===== src/rtl/core/asp_pkg.sv =====
package asp_pkg;

	typedef enum logic [1:0] {
		CLS_ZERO  = 2'd0,
		CLS_FULL  = 2'd1,
		CLS_LIN   = 2'd2,
		CLS_CURVE = 2'd3
	} cls_t;

	localparam logic REG_STRENGTH = 1'b0;
	localparam logic REG_BLACK    = 1'b1;

	localparam int BETA_W = 24;
	localparam int OFF_W  = 16;
	localparam int PIX_W  = 17;
	localparam int P_W    = 16;
	localparam int EW     = 5;
	localparam int QDEPTH = 4;
	localparam int QAW    = 2;

	localparam logic [31:0] LN2_Q32 = 32'd2977044472;

endpackage


===== src/rtl/core/asp_fifo.sv =====
module asp_fifo #(
	parameter int W = 8
) (
	input  logic         clk,
	input  logic         arst_n,
	input  logic         push,
	input  logic [W-1:0] wdata,
	output logic         full,
	input  logic         pop,
	output logic         nonempty,
	output logic [W-1:0] rdata
);
	logic [W-1:0] mem_q [asp_pkg::QDEPTH];
	logic [asp_pkg::QAW-1:0] wr_q, rd_q;
	logic [asp_pkg::QAW:0] cnt_q;
	logic do_push, do_pop;

	assign full     = cnt_q == (asp_pkg::QAW+1)'(asp_pkg::QDEPTH);
	assign nonempty = cnt_q != '0;
	assign rdata    = mem_q[rd_q];
	assign do_push  = push && !full;
	assign do_pop   = pop && nonempty;

	always_ff @(posedge clk or negedge arst_n) begin
		if (!arst_n) begin
			wr_q  <= '0;
			rd_q  <= '0;
			cnt_q <= '0;
		end else begin
			if (do_push)
				wr_q <= wr_q + 1'b1;
			if (do_pop)
				rd_q <= rd_q + 1'b1;
			if (do_push && !do_pop)
				cnt_q <= cnt_q + 1'b1;
			else if (do_pop && !do_push)
				cnt_q <= cnt_q - 1'b1;
		end
	end

	always_ff @(posedge clk) begin
		if (do_push)
			mem_q[wr_q] <= wdata;
	end
endmodule


===== config.mk =====
export PLATFORM = sky130hd
export DESIGN_NAME = asp_fifo
export DESIGN_NICKNAME = d
export VERILOG_FILES = /design/src/rtl/core/asp_pkg.sv /design/src/rtl/core/asp_fifo.sv
export SDC_FILE = /design/constraint.sdc
export NUM_CORES = 1
export LEC_CHECK = 0
export ABC_AREA = 1
export CORE_MARGIN = 2
export CORE_UTILIZATION = 40
export CTS_BUF_LIST = sky130_fd_sc_hd__clkbuf_16
export CTS_CLUSTER_SIZE = 28
export DETAILED_ROUTE_END_ITERATION = 7
export DONT_BUFFER_PORTS = 1
export GPL_ROUTABILITY_DRIVEN = 1
export PLACE_DENSITY_LB_ADDON = 0.15
export REMOVE_ABC_BUFFERS = 1
export SLEW_MARGIN = 10
export SYNTH_ARGS = -nofsm -noshare
export SYNTH_HDL_FRONTEND = slang
export SYNTH_SLANG_ARGS = --single-unit

===== constraint.sdc =====
create_clock -name clk -period 1.8 [get_ports clk]
set_input_delay 0.36 -clock clk [delete_from_list [all_inputs] [get_ports clk]]
set_output_delay 0.36 -clock clk [all_outputs]
set_load 0.01 [all_outputs]

==> flow_metrics.py <==
metrics = {
    "clock_tree": {
        "clk_path_buf_depth": 2,
        "h_tree_level_count": 2,
        "cts.root.buffer_cell": "sky130_fd_sc_hd__clkbuf_16",
        "cts-buffers-inserted": 5,
        "cts_tree": "built",
        "clock_insertion_delay_at_the_later_pin_of_the_skew_report_ns": 0.27,
        "clkSlewWorstSetupHoldPaths_ns": 0.05,
        "clock_sinks": 39,
    },
    "final_layout": {
        "drive_above_1_share_pct": 13.61,
        "fin_nets": 187,
        "antenna_cells_inserted": 0,
        "syn2layout_area_growth_pct": 16.39,
        "finish.utilization_pct": 49.36,
        "n_fill_cell": 375,
    },
    "die": {
        "io-pin-count": 22,
        "design.core.area_um2": 4086,
        "die_area_um2": 4875,
        "die_w_um": 69.82,
        "start_util_pct": 42.41,
        "height_of_the_die_um": 69.82,
        "row_count": 23,
    },
    "logic_synthesis": {
        "cell_type_with_the_highest_aggregate_area_in_the_netlist": "sky130_fd_sc_hd__edfxtp_1",
        "syn-cell-area_um2": 1733,
        "ys.warnings.count": 0,
        "synth_seq_area_share_pct": 65.56,
        "cell_types_occupying_the_most_area_after_synthesis": "sky130_fd_sc_hd__edfxtp_1 55%, sky130_fd_sc_hd__dfrtp_1 10%, sky130_fd_sc_hd__nand2_1 8.7%",
        "synth_seq_cells": 39,
        "synth_top_area_share_pct": 55.45,
        "postSynthCellCount": 153,
        "post_synth_num_cell_types": 17,
        "postSynthAreaPerCell_um2": 11.33,
    },
    "sta": {
        "setup-violations-final": 0,
        "final_max_slew_viol_count": 0,
        "worst_pin_slew_ns": 0.3509,
        "fin_worst_skew_ns": 0.003394,
        "finalHoldViolCount": 0,
        "fin_crit_ns": 1.726,
        "achievable_clock_frequency_mhz": 579.3,
        "grt_setup_unrepaired": "yes",
        "period_share_pct": 95.90,
        "timing.max_slew.rel_slack_pct": 76.53,
    },
    "global_routing": {
        "globalRouteTotalUtil_pct": 13.60,
        "global_route.overflow_total": 0,
        "grt_max_degree": 34,
        "initial_antenna_violation_count": 0,
        "first_global_vias": 1017,
        "global_route_wire_length_before_repair_mm": 4.988,
    },
    "hold_path": {
        "min_to": "mem_q[0][6]",
        "holdPathStages": 0,
        "classification_of_the_worst_slack_hold_path": "primary input to register",
        "worstHoldStart": "wdata[6]",
    },
    "setup_path": {
        "critPathSlowestCell": "sky130_fd_sc_hd__fa_2",
        "worstPathCellList": "inv_1 > nand3_1 > nand2_2 > inv_1 > ha_1 > inv_1 > fa_2 > nand2_1 > o21ai_0",
        "r2r_slack_ns": 0.07,
        "worstReg2RegEnd": "cnt_q[1]",
        "worst_r2r_path_depth": 9,
        "slowest_delay_ns": 0.43,
        "path_max_fanout": 3,
        "worstSetupEndpointType": "register",
        "worst_ep_arrival_time_ns": 1.88,
        "cp_common_cell": "sky130_fd_sc_hd__inv_1",
        "criticalPathCategory": "register to register",
        "critical_path_required_ns": 1.96,
        "rr_startpoint": "cnt_q[1]",
        "cp-start-kind": "register",
    },
    "power": {
        "p_clk_share_pct": 27.9,
        "combinationalPowerShare_pct": 32.2,
        "total_power_mw": 3.404,
        "net_switching_component_of_the_power_mw": 1.149,
        "switching_share_pct": 33.76,
        "power_density_nw_per_um2": 1688,
        "flop_pwr_share_pct": 39.9,
        "p_leak_nw": 0.8929,
        "power.internal_mw": 2.255,
        "irDropWorstVdd_mv": 0.6380,
    },
    "flow_run": {
        "max_cap_violations": 0,
    },
    "routing": {
        "route.detailed.drc": 0,
        "drt_wl_total_mm": 3.052,
        "via_count": 1064,
        "postRouteAntennaNets": 0,
        "route.detailed.wl_per_inst_um": 13.94,
        "drt_first_pass_iters": 3,
        "drt-initial-drc-count": 51,
        "viasPerCell": 4.858,
    },
    "placement": {
        "finalWeightedCongestion": 0.6565,
        "placement.io_buffers": 0,
        "post-dp-hpwl_mm": 2.099,
    },
    "outcome": {
        "outcome": "complete, no violations",
    },
}
[stage by stage]
step                setup WS, ns  cell area [um^2]  std cells  hold slack (ns)  TNS [ns]
floorplan                0.07262              1689        149          0.06441         0
global placement          0.1660              1834        210          0.06462         0
detailed placement       0.08740              1834        210          0.06466         0
CTS                      0.06984              2006        218           0.1727         0
global route            -0.04526              2017        219           0.1675  -0.04526
finish                   0.07377              2017        219           0.1767         0
[layout make-up]
cell class | instances | area (um^2) | share of cell area, %
clock buffer | 5 | 125.1 | 6.203
clock inverter | 2 | 33.78 | 1.675
inverter | 33 | 126.4 | 6.266
multi-input combinational | 77 | 431.7 | 21.40
sequential | 39 | 1137 | 56.39
tap | 50 | 62.56 | 3.102
timing repair buffer | 13 | 100.1 | 4.963
[cells in the mapped netlist (all sizes together)]
cell type	count
nand4	1
fa	1
inv	33
xnor2	1
nor2	4
edfxtp	32
o21ai	1
o211ai	16
buf	3
ha	5
dfrtp	7
nand3	7
clkbuf	1
nand2	41
[per-layer routing]
metal,share of wire [%],up-vias,GRT usage [%]
met3,5.8,7,5.233
met2,51,17,22.22
met4,1.9,0,6.410
met1,41,503,15.69
li1,-,537,-
met5,0,-,0
[logic make-up (layout without fill, tap and decap cells)]
family / count (synthesis) / after routing / share of synthesized area [%]
XOR/XNOR: 1 / 1 / 0.5055
flip-flops: 39 / 39 / 65.56
AO/OA/AOI/OAI: 17 / 17 / 7.220
adder cells (fa/ha/maj): 6 / 6 / 4.765
buffers and inverters: 37 / 53 / 9.675
AND/OR/NAND/NOR: 53 / 53 / 12.27
[what timing repair did]
| action | in CTS | in global routing |
|---|---|---|
| hold buffers | 1 | 0 |
| buffers inserted | 0 | 1 |
| pin swaps | 0 | 0 |
| endpoints found under the hold margin | 7 | 0 |
| gates cloned | 0 | 0 |
| gates resized for setup | 1 | 2 |
| setup endpoints to repair | 4 | 10 |
[state kept, by name, summed over array words and instances, names as in the netlist]
signal  flops
mem_q      32
cnt_q       3
rd_q        2
wr_q        2
[power by group through the flow]
stage / Clock, mW / Combinational, mW / Sequential [mW]
finish: 0.950 / 1.10 / 1.36
global route: 1.01 / 1.29 / 1.38
CTS: 0.968 / 1.10 / 1.36
detailed placement: 0 / 1.09 / 1.37
global placement: 0 / 1.06 / 1.37
floorplan: 0 / 0.774 / 1.33
[worst max-delay path, delay by kind of cell (launching register included)]
kind / cells / cell delay [ns]
compound gates: 1 / 0.07
flops: 1 / 0.41
fa+ha+maj: 2 / 0.63
buf+inv: 3 / 0.23
simple gates: 3 / 0.27
[how the worst max path moves through the flow]
stage	from	end	slack, ns
final	cnt_q[1]	cnt_q[1]	0.07
after global routing	cnt_q[1]	cnt_q[1]	-0.05
after CTS	cnt_q[0]	cnt_q[2]	0.07
after detailed placement	cnt_q[0]	cnt_q[2]	0.09
after global placement	cnt_q[0]	cnt_q[2]	0.17
after floorplan	cnt_q[0]	cnt_q[2]	0.07
[cells in the final DEF, fill, tap and decap left out, drive strengths merged]
cell / n
buf: 12
fa: 1
o21ai: 1
clkbuf: 5
inv: 34
edfxtp: 32
dfrtp: 7
nand2: 41
nand3: 7
dlygate4sd3: 1
o211ai: 16
nor2: 4
ha: 5
nand4: 1
xnor2: 1
bufinv: 1
Power figures use the tool's default switching activity.
