### src/rtl/core/asp_pkg.sv
package asp_pkg;

	typedef enum logic [1:0] {
		CLS_ZERO  = 2'd0,
		CLS_FULL  = 2'd1,
		CLS_LIN   = 2'd2,
		CLS_CURVE = 2'd3
	} cls_t;

	localparam logic REG_STRENGTH = 1'b0;
	localparam logic REG_BLACK    = 1'b1;

	localparam int BETA_W = 24;
	localparam int OFF_W  = 16;
	localparam int PIX_W  = 17;
	localparam int P_W    = 16;
	localparam int EW     = 5;
	localparam int QDEPTH = 4;
	localparam int QAW    = 2;

	localparam logic [31:0] LN2_Q32 = 32'd2977044472;

endpackage

### src/rtl/core/asp_front.sv
module asp_front #(
	parameter int FRAC_BITS = 16,
	localparam int YW = FRAC_BITS + 16
) (
	input  logic                 clk,
	input  logic                 arst_n,
	input  logic [23:0]          beta,
	input  logic [15:0]          offset,
	input  logic                 in_valid,
	output logic                 in_ready,
	input  logic [16:0]          pixel,
	input  logic                 last,
	output logic                 out_valid,
	input  logic                 out_full,
	output logic [YW-1:0]        y_a,
	output logic [YW-1:0]        y_b,
	output logic [15:0]          p,
	output logic                 out_last,
	output asp_pkg::cls_t        out_cls
);
	localparam int NS = 17;
	localparam int SH = 24 - FRAC_BITS;
	localparam int SB = FRAC_BITS - 8;

	logic en;
	logic          vld_s  [NS+1];
	asp_pkg::cls_t cls_s  [NS+1];
	logic          last_s [NS+1];
	logic [23:0]   beta_s [NS];
	logic [16:0]   d_s    [NS];
	logic [16:0]   rem_s  [NS];
	logic [15:0]   quo_s  [NS];
	logic [YW-1:0] ya_s, yb_s;
	logic [15:0]   p_s;

	logic [16:0]   diff_c;
	asp_pkg::cls_t cls_c;
	logic [17:0]   t_c  [NS];
	logic          ge_c [NS];
	logic [39:0]   prod_c;

	assign en        = !(vld_s[NS] && out_full);
	assign in_ready  = en;
	assign out_valid = vld_s[NS];
	assign y_a       = ya_s;
	assign y_b       = yb_s;
	assign p         = p_s;
	assign out_last  = last_s[NS];
	assign out_cls   = cls_s[NS];

	always_comb begin
		diff_c = pixel - {1'b0, offset};
		if (pixel <= {1'b0, offset})
			cls_c = asp_pkg::CLS_ZERO;
		else if (pixel[16])
			cls_c = asp_pkg::CLS_FULL;
		else if (beta == '0)
			cls_c = asp_pkg::CLS_LIN;
		else
			cls_c = asp_pkg::CLS_CURVE;
	end

	always_comb begin
		t_c[0]  = '0;
		ge_c[0] = 1'b0;
		for (int k = 1; k < NS; k++) begin
			t_c[k]  = {rem_s[k-1], 1'b0};
			ge_c[k] = t_c[k] >= {1'b0, d_s[k-1]};
		end
		prod_c = 40'(beta_s[NS-1]) * 40'(quo_s[NS-1]);
	end

	always_ff @(posedge clk or negedge arst_n) begin
		if (!arst_n) begin
			for (int k = 0; k <= NS; k++)
				vld_s[k] <= 1'b0;
		end else if (en) begin
			vld_s[0] <= in_valid;
			for (int k = 1; k <= NS; k++)
				vld_s[k] <= vld_s[k-1];
		end
	end

	always_ff @(posedge clk) begin
		if (en) begin
			cls_s[0]  <= cls_c;
			last_s[0] <= last;
			beta_s[0] <= beta;
			d_s[0]    <= 17'h10000 - {1'b0, offset};
			rem_s[0]  <= diff_c;
			quo_s[0]  <= '0;
			for (int k = 1; k < NS; k++) begin
				beta_s[k] <= beta_s[k-1];
				d_s[k]    <= d_s[k-1];
				rem_s[k]  <= ge_c[k] ? 17'(t_c[k] - {1'b0, d_s[k-1]}) : t_c[k][16:0];
				quo_s[k]  <= {quo_s[k-1][14:0], ge_c[k]};
			end
			for (int k = 1; k <= NS; k++) begin
				cls_s[k]  <= cls_s[k-1];
				last_s[k] <= last_s[k-1];
			end
			ya_s <= prod_c[39:SH];
			yb_s <= YW'(beta_s[NS-1]) << SB;
			p_s  <= quo_s[NS-1];
		end
	end
endmodule

### config.mk
export PLATFORM = sky130hd
export DESIGN_NAME = asp_front
export DESIGN_NICKNAME = d
export VERILOG_FILES = /design/src/rtl/core/asp_pkg.sv /design/src/rtl/core/asp_front.sv
export SDC_FILE = /design/constraint.sdc
export NUM_CORES = 2
export LEC_CHECK = 0
export ABC_AREA = 1
export BUFFER_PORTS_ARGS = -buffer_cell sky130_fd_sc_hd__buf_2
export CAP_MARGIN = 10
export CORE_AREA = 4 4 452 454
export DETAILED_ROUTE_END_ITERATION = 8
export DIE_AREA = 0 0 456 458
export GPL_ROUTABILITY_DRIVEN = 0
export GPL_TIMING_DRIVEN = 0
export HOLD_SLACK_MARGIN = 0.05
export PLACE_DENSITY = 0.54
export SYNTH_ARGS = -nofsm -noshare
export SYNTH_HDL_FRONTEND = slang
export SYNTH_SLANG_ARGS = --single-unit
### constraint.sdc
create_clock -name clk -period 131.3 [get_ports clk]
set_input_delay 13.13 -clock clk [delete_from_list [all_inputs] [get_ports clk]]
set_output_delay 13.13 -clock clk [all_outputs]
set_load 0.01 [all_outputs]
==> metrics.cfg <==
[clock_tree]
cts.clk_slew.worst_paths_ns=0.06
clock_path_buffers=3
cts_setup_buffers=0
cts_hold_buf=0
cts_buffers=141
cts.sinks=1232
clk_root_buffer_cell=clkbuf_16
cts_max_level=4
clkLatencyLatePin_ns=0.79
cts_tree=done
cts_resized=0

[global_route]
grt_pass1_wl_um=247600
grt_pass1_vias=46610
antenna_found_initial=1
track_usage_pct=14.68
grt-ovfl-total=0
grt_max_degree=75

[timing]
setup_viol_count_final=0
fmaxAchievable_ghz=0.03727
post-route-period-util_pct=20.43
slew_violations=0
timing_hold_violations_final=0
grt_setup_unrepaired=no
tightest_slew_ns=1.059
min_period_ns=26.83
slew_headroom_pct=28.72
tns_ns=0
skew_ns=0.04371

[route]
wirelength_um=153000
post_drt_wl_per_cell_um=15.78
detail-route-antenna-nets=0
via_per_inst=4.685
drt_pre_antenna_iters=7
drt_iter0_drc=2918
drc_errors=0
vias=45420

[setup_path]
arrival_ns=13.70
cp_top_family=buffers and inverters
start_kind=input port
crit_path_max_incr_delay_ns=0.24
critPathMostFrequentCell=buf_2
critPathBufInv=3
slowest_stage=clkbuf_4
criticalPathCategory=input port to primary output
crit_fanout=11
r2r_cells=23
crit_chain=buf_2, nand2_1, clkbuf_4, buf_2
worstSetupEndpointType=primary output
critical_path_depth=4
critical_path_required_ns=118.17

[cells_and_area]
final_util_pct=39.63
n_fill_cell=19320
area_growth_pct=13.38
multi_input_comb_area_mm2=0.02744
nNetsFinal=7705
drive_gt1_share_pct=7.277
regArea_mm2=0.03691

[floorplanning]
initial_core_util_pct=34.96
rows=164
die_w_um=456
die_h_um=458
ios=147
dieArea_mm2=0.2088
core-area_mm2=0.1997

[synth]
synth_top_area_share_pct=52.23
synth_ff_type=edfxtp_1
synth_area_leaders=edfxtp_1 (52%), fa_1 (9.2%), nand2_1 (7.8%)
avgSynthCellArea_um2=10.55
synth_area_mm2=0.06979
synth-edff-count=1214
synthCells=6617
ys_warn_count=0
ys_seq_area_share_pct=52.88
async_flop_share_pct=1.461
yosysTopAreaCell=edfxtp_1
ys_types=43
ys_ff_latch=1232

[status]
status=completed

[job]
drv_cap=0

[place]
numPortBuffers=138
dp_hpwl_um=118500

[hold_path]
min_delay_path_depth=0
hp-class=register to register

-- routing by layer --
layer	track usage, %	vias to the layer above	wire [µm]
li1	-	22440	-
met1	17.96	21760	64340
met2	26.21	952	77590
met3	2.445	266	6362
met4	4.887	0	4703
met5	0	-	0
-- cell usage in the layout, fill, tap and decap left out, types with 6 or more instances in the layout --
master | Yosys | routed
buf_2 | 5 | 143
nor4_1 | 10 | 10
nand2_1 | 1451 | 1451
nor2_1 | 312 | 312
xnor2_1 | 49 | 49
inv_1 | 1247 | 1247
o21ai_1 | 134 | 134
inv_2 | 15 | 15
ha_1 | 397 | 397
clkbuf_1 | 92 | 115
clkbuf_16 | 0 | 142
a21oi_1 | 304 | 304
nor4_4 | 15 | 15
o31ai_1 | 16 | 16
nand4_2 | 15 | 15
o21bai_1 | 21 | 21
nand4_1 | 95 | 95
edfxtp_1 | 1214 | 1214
clkinv_16 | 0 | 8
clkinv_1 | 0 | 26
a21boi_0 | 19 | 19
fa_1 | 321 | 321
conb_1 | 1 | 8
clkinv_2 | 0 | 24
xor2_1 | 156 | 156
buf_16 | 0 | 20
a21oi_2 | 15 | 15
nand3_1 | 272 | 272
mux2_2 | 16 | 16
a21o_1 | 60 | 60
nand3_2 | 14 | 14
bufinv_16 | 0 | 15
nor3_1 | 67 | 67
a31oi_1 | 6 | 6
buf_4 | 45 | 45
o21ai_0 | 159 | 159
dfrtp_1 | 18 | 18
nand3b_1 | 31 | 31
-- kinds of logic after synthesis --
logic type	Yosys count	share of synthesized area, %
adders and majority gates	718	16.32
AOI/OAI and AO/OA	743	5.873
and+or+nand+nor	2295	14.24
muxes	16	0.2581
DFF	1232	52.88
other	1	0.005373
buffers and inverters	1407	7.850
xor gates and xnor gates	205	2.573
-- worst paths after layout --
kind,startpoint,end,slack [ns]
worst min register to register,quo_s[0][232],quo_s[0][249],0.39
worst min-delay path,quo_s[0][232],quo_s[0][249],0.39
worst max register to register,beta_s[0][389],y_a[29],124.24
min in group asynchronous,arst_n,vld_s[1],12.27
worst max-delay path,out_full,in_ready,104.47
max in group asynchronous,arst_n,vld_s[11],118.74
-- synth_stat cells, drive strengths merged, types with 31 or more instances --
master / n
xor2: 156
ha: 397
nor3: 68
fa: 321
nor2: 316
xnor2: 49
inv: 1262
nand4: 110
nand3: 286
clkbuf: 92
o21ai: 293
edfxtp: 1214
buf: 53
a21o: 60
nand3b: 31
nand2: 1451
a21oi: 319
-- final cells by class --
class                   count  share of cell area [%]
flip-flops and latches   1232                   46.64
inverters                1262                   5.986
repair buffers            158                   1.568
diodes                      2                0.006325
well taps                2656                   4.199
multi-input cells        3985                   34.67
clock inverters            87                   1.369
clock buffers             167                   4.622
plain buffers             145                  0.9424
-- per-stage QoR --
| stage | hold WS [ns] | cell area [µm²] | cells | setup WS (ns) |
|---|---|---|---|---|
| floorplan | 0.4003 | 69820 | 6624 | 71.94 |
| global placement | 0.4004 | 73830 | 9418 | 55.46 |
| detailed placement | 0.4045 | 74390 | 9438 | 104.46 |
| CTS | 0.3798 | 79130 | 9692 | 104.46 |
| global route | 0.3856 | 79130 | 9693 | 104.42 |
| finish | 0.3875 | 79130 | 9694 | 104.47 |
-- registers in the layout, indices dropped and copies added, names as in the netlist --
| name | flops |
|---|---|
| out_valid | 1 |
| p | 16 |
| y_b | 24 |
| y_a | 32 |
| d_s | 272 |
| vld_s | 17 |
| beta_s | 408 |
| rem_s | 272 |
| last_s | 18 |
| quo_s | 136 |
| cls_s | 36 |
Power is left out: the tool's default activity adds up to more than one toggle a clock period on the data nets, which glitch-free logic cannot reach.
